File: config.mk
export PLATFORM = sky130hd
export DESIGN_NAME = ldr_divider
export DESIGN_NICKNAME = d
export VERILOG_FILES = /design/src/rtl/core/ldr_pkg.sv /design/src/rtl/core/ldr_divider.sv
export SDC_FILE = /design/constraint.sdc
export NUM_CORES = 2
export LEC_CHECK = 0
export BUFFER_PORTS_ARGS = -buffer_cell sky130_fd_sc_hd__buf_2
export CORE_ASPECT_RATIO = 0.7
export CORE_MARGIN = 3
export CORE_UTILIZATION = 46
export DETAILED_ROUTE_END_ITERATION = 6
export GPL_TIMING_DRIVEN = 0
export PLACE_DENSITY = 0.7
export SLEW_MARGIN = 20
export SYNTH_ARGS = -nofsm -noshare
export SYNTH_HDL_FRONTEND = slang
export SYNTH_SLANG_ARGS = --single-unit
File: constraint.sdc
create_clock -name clk_i -period 5.1 [get_ports clk_i]
set_clock_uncertainty 0.1 [all_clocks]
set_input_delay 1.275 -clock clk_i [delete_from_list [all_inputs] [get_ports clk_i]]
set_output_delay 1.275 -clock clk_i [all_outputs]
set_load 0.01 [all_outputs]
File: src/rtl/core/ldr_pkg.sv
// Shared types, constants and fixed-point helpers for the lens distortion remap.
package ldr_pkg;

  localparam int CfgIdxW   = 4;
  localparam int CfgDataW  = 24;
  localparam int CoordW    = 10;
  localparam int QW        = 32;
  localparam int FracW     = 20;
  localparam int DivSteps  = 32;
  localparam int DivLat    = DivSteps + 2;
  localparam int DivRemW   = CfgDataW + FracW;
  localparam int ImageWidthDef  = 1024;
  localparam int ImageHeightDef = 1024;

  localparam logic [CfgDataW-1:0] FocalReset  = 24'd131072;
  localparam logic [CfgDataW-1:0] CenterReset = 24'd131072;
  localparam logic signed [QW-1:0] OneQ20 = 32'sd1048576;
  localparam logic signed [QW-1:0] SatMax = 32'sh7FFFFFFF;
  localparam logic signed [QW-1:0] SatMin = 32'sh80000001;

  // Configuration register indexes
  typedef enum logic [CfgIdxW-1:0] {
    REG_FOCAL_X  = 4'd0,
    REG_FOCAL_Y  = 4'd1,
    REG_CENTER_X = 4'd2,
    REG_CENTER_Y = 4'd3,
    REG_K1       = 4'd4,
    REG_K2       = 4'd5,
    REG_P1       = 4'd6,
    REG_P2       = 4'd7
  } cfg_reg_e;

  // Clamp to the symmetric signed 32-bit range
  function automatic logic signed [QW-1:0] sat32(input logic signed [63:0] v);
    if (v > 64'sd2147483647) begin
      return SatMax;
    end else if (v < -64'sd2147483647) begin
      return SatMin;
    end
    return v[QW-1:0];
  endfunction

  // Q20 product with floor rounding, then clamp
  function automatic logic signed [QW-1:0] mulq(input logic signed [QW-1:0] a,
                                                 input logic signed [QW-1:0] b);
    logic signed [63:0] p;
    p = 64'(a) * 64'(b);
    return sat32(p >>> FracW);
  endfunction

endpackage

File: src/rtl/core/ldr_divider.sv
// Pipelined normalizer: ((pix*256 - center) << 20) / focal, truncated and clamped.
module ldr_divider import ldr_pkg::*; (
  input  logic                       clk_i,
  input  logic                       en_i,
  input  logic [CoordW-1:0]          pix_i,
  input  logic [CfgDataW-1:0]        focal_i,
  input  logic [CfgDataW-1:0]        center_i,
  output logic signed [QW-1:0]       quo_o
);

  logic [DivRemW-1:0] rem_q [0:DivSteps];
  logic [QW-1:0]      quo_q [0:DivSteps];
  logic               neg_q [0:DivSteps];
  logic signed [QW-1:0] res_q;

  logic signed [CfgDataW:0] num;
  logic [CfgDataW:0]        mag;
  logic [QW-1:0]            qsat;

  // Numerator in sign-magnitude form
  always_comb begin
    num = $signed({7'b0, pix_i, 8'b0}) - $signed({1'b0, center_i});
    mag = num[CfgDataW] ? (CfgDataW+1)'(-num) : num;
  end

  always_ff @(posedge clk_i) begin
    if (en_i) begin
      rem_q[0] <= {mag[CfgDataW-1:0], FracW'(0)};
      quo_q[0] <= '0;
      neg_q[0] <= num[CfgDataW];
    end
  end

  // One quotient bit per stage, most significant first
  for (genvar k = 1; k <= DivSteps; k++) begin : g_step
    localparam int Bit = DivSteps - k;
    logic [55:0] dsr;
    logic [55:0] rem_ext;
    logic        ge;
    always_comb begin
      dsr     = 56'(focal_i) << Bit;
      rem_ext = 56'(rem_q[k-1]);
      ge      = rem_ext >= dsr;
    end
    always_ff @(posedge clk_i) begin
      if (en_i) begin
        rem_q[k] <= ge ? DivRemW'(rem_ext - dsr) : rem_q[k-1];
        quo_q[k] <= quo_q[k-1] | (ge ? (QW'(1) << Bit) : '0);
        neg_q[k] <= neg_q[k-1];
      end
    end
  end

  // Top quotient bit set means the magnitude overflowed
  assign qsat = quo_q[DivSteps][QW-1] ? SatMax : quo_q[DivSteps];

  always_ff @(posedge clk_i) begin
    if (en_i) begin
      res_q <= neg_q[DivSteps] ? -$signed(qsat) : $signed(qsat);
    end
  end

  assign quo_o = res_q;

endmodule

==> metrics <==
final worst path period need 5.00 ns; clock latency on the worst-skew pair 0.82 ns; Post-Synth Simple-Gate Area 13.2%; nets 9551; Worst slew margin 39.7%; combinational family with the most area after synthesis compound AO/OA/AOI/OAI gates; crit path cell chain buf_2 > inv_4 > buf_12 > ha_1 > nand2_1 > nor4_1 > nand3_1 > a211oi_1 > o31ai_1 > nand3_1 > clkbuf_1 > o21ai_0 > o21a_1; Synth Area in Compound Gates 15.1%; crit path setup slack, layout 0.0960 ns; Placement Cell Area 98100 um^2; Worst Tran Pin Value 0.905 ns; path type of the worst min-delay path reg -> reg; Cells after Synth 8452; vias in the first global route 64400; most frequent CP cell nand3_1; proportion of synthesized area in mux cells 2.76%; startpoint class of the critical path input pin; Die Footprint 209000 um^2; EDFF count, synth 1551; Final setup viols 0; first-pass GRT wire length 375000 um; post-synthesis cell area 93400 um^2; antenna violations before repair 9; routed len/inst 21.3 um; Initial Util 46.6%; synth warn 0; die extent in x 545 um; multi-input logic area 45000 um^2; Internal 33300 uW; CP Capture Type register; Non-Filler Instances 11500; Avg Inst Size Synth 11.1 um^2; routed vias/inst 6.00; placed insts 11200; worst slack, placed -1.18 ns; filler instances 17400; Num CTS Buffers 166; crit-path max cell delay 0.65 ns; CTS tree yes; total track usage 22.8%; ys async rst share 0%; Final period util 98.1%; design area 103000 um^2; Die Span Y 383 um; total gr overflow 0; DRT iter0 DRCs 7663; status finished, final reports clean; critical path peak fanout 18; drc violations 0; Vias 69000; unrepaired setup endpoints after global routing no; switching power 18700 uW; root buf cell clkbuf_16; ANT nets after route 0; ys flop type edfxtp_1; H-tree depth 4; I/O pin count 92; DR pass1 iterations 6; CTS sink count 1551; post-synthesis sequential area ratio 49.9%; Critical Path RT 5.55 ns; Hold Vio Cnt, Final 0; CP Buf/Inv Count 4; FF/Latch Area 46600 um^2; leakage 0.0391 uW; switching share of power 36.0%; critical path class in -> reg; Area Overhead vs Synth 10.7%; share of cells above drive strength 1 9.01%; Core Area 201000 um^2; most common cell after layout, fill and taps aside edfxtp_1; register share of total power 38.2%; maximum VDD drop 301 uV; Clock Tree Buf Depth 4; Slowest cell on crit path clkbuf_1; Yosys reg bits 1551; Detailed Place HPWL 179000 um; total of max-cap violations 0; most frequent cells in the layout edfxtp_1, ha_1, nand2_1; CP top delay family buffers and inverters; Post-Synth XOR/XNOR Area 6.85%; Adder-Cell Fraction of Synth Area 10.2%; Worst Path Arrival 5.45 ns; total power 51900 uW; GP Congestion 0.919; largest net degree at the start of global routing 148; CTS clk-pin slew, worst paths 0.06 ns; Max Clk Rate 200 MHz; final wirelength 245000 um; Clk network pwr share 23.0%; PwrDens 502 nW/um^2; I/O Buffers 86; Gate power share 38.7%; Slew Viols, Final 0; Post-Syn Nets 9257; Post-Route Utilization 51.6%; post-synth cell types 115; row cnt 137
## kinds of logic after synthesis
logic type,after synthesis
compound gates,2231
xor+xnor,731
fa+ha+maj,745
buf+inv,485
flops,1551
mux,232
simple gates,2477
## what timing repair did
action | in CTS | in global routing
pin swaps | 0 | 1
resized for setup | 7 | 34
setup endpoints to repair | 48 | 243
hold buffers | 0 | 0
setup buffers | 0 | 2
## metrics by stage
step | hold WS, ns | TNS (ns)
after floorplan | 0.300 | 0
after global placement | 0.300 | -
after detailed placement | 0.305 | -337.38
after CTS | 0.286 | 0
after global routing | 0.313 | 0
final | 0.301 | 0
## power groups by stage
stage                     registers (uW)  clock network [uW]  logic (uW)
after floorplan                    19200                   0       15000
after global routing               20100               12700       22300
final                              19900               12000       20100
after global placement             20600                   0       19000
after detailed placement           20000                   0       19500
after CTS                          19800               12200       19800
## final timing paths
path / from / end / slack (ns) / cells past startpoint
setup / recovery: focal_i[13] / rem_q[0][1383]$_DFFE_PP_ / 0.1 / 13
hold / removal: quo_q[23][10]$_DFFE_PP_ / quo_q[24][10]$_DFFE_PP_ / 0.30 / 0
setup reg to reg: rem_q[0][1327]$_DFFE_PP_ / rem_q[0][1383]$_DFFE_PP_ / 0.79 / 11
hold reg to reg: quo_q[23][10]$_DFFE_PP_ / quo_q[24][10]$_DFFE_PP_ / 0.30 / 0
## worst register-to-register path, delay by kind of cell (launching register included)
family | cells | cell delay, ns
DFF | 1 | 0.41
and+or+nand+nor | 2 | 0.47
AOI/OAI and AO/OA | 7 | 2.06
adders and majority gates | 1 | 0.39
buffers and inverters | 1 | 0.65
## state kept, by name, summed over array words and instances (netlist names)
| name | count |
|---|---|
| quo_o | 32 |
| neg_q | 33 |
| rem_q | 958 |
| quo_q | 528 |
## per-layer routing
layer	vias to the layer above	routed length, um	global-route usage (%)
li1	32500	-	-
met1	33300	119000	36.3
met3	414	22500	4.34
met2	2754	97600	31.4
met4	2	6250	5.84
met5	-	19	0
## cell type report
type / instances / share of cell area (%)
Clock buffer: 194 / 4.16
Antenna cell: 2 / 0.00484
Clock inverter: 92 / 0.892
Timing Repair Buffer: 126 / 1.29
Tap cell: 2641 / 3.20
Multi-Input combinational cell: 6416 / 43.5
Buffer: 170 / 0.744
Inverter: 315 / 1.20
Sequential cell: 1551 / 45.0
## synthesized netlist by cell type, drive strengths merged (82+ instances only)
library cell	number	area share, %
edfxtp	1551	50
ha	714	9.6
nand2	705	2.8
a21oi	635	3.4
o21ai	608	3.3
nor2	588	2.4
xnor2	398	3.7
xor2	333	3.1
inv	314	1.3
a21o	259	2.1
mux2	202	2.4
nor3	187	1.0
nand3	159	0.87
nor2b	124	0.83
nand2b	117	0.79
clkbuf	104	0.42
nor4	94	0.66
o21a	92	0.74
o31ai	84	0.69
nand4	82	0.55
or3	82	0.55
(Power assumes the default switching activity.)
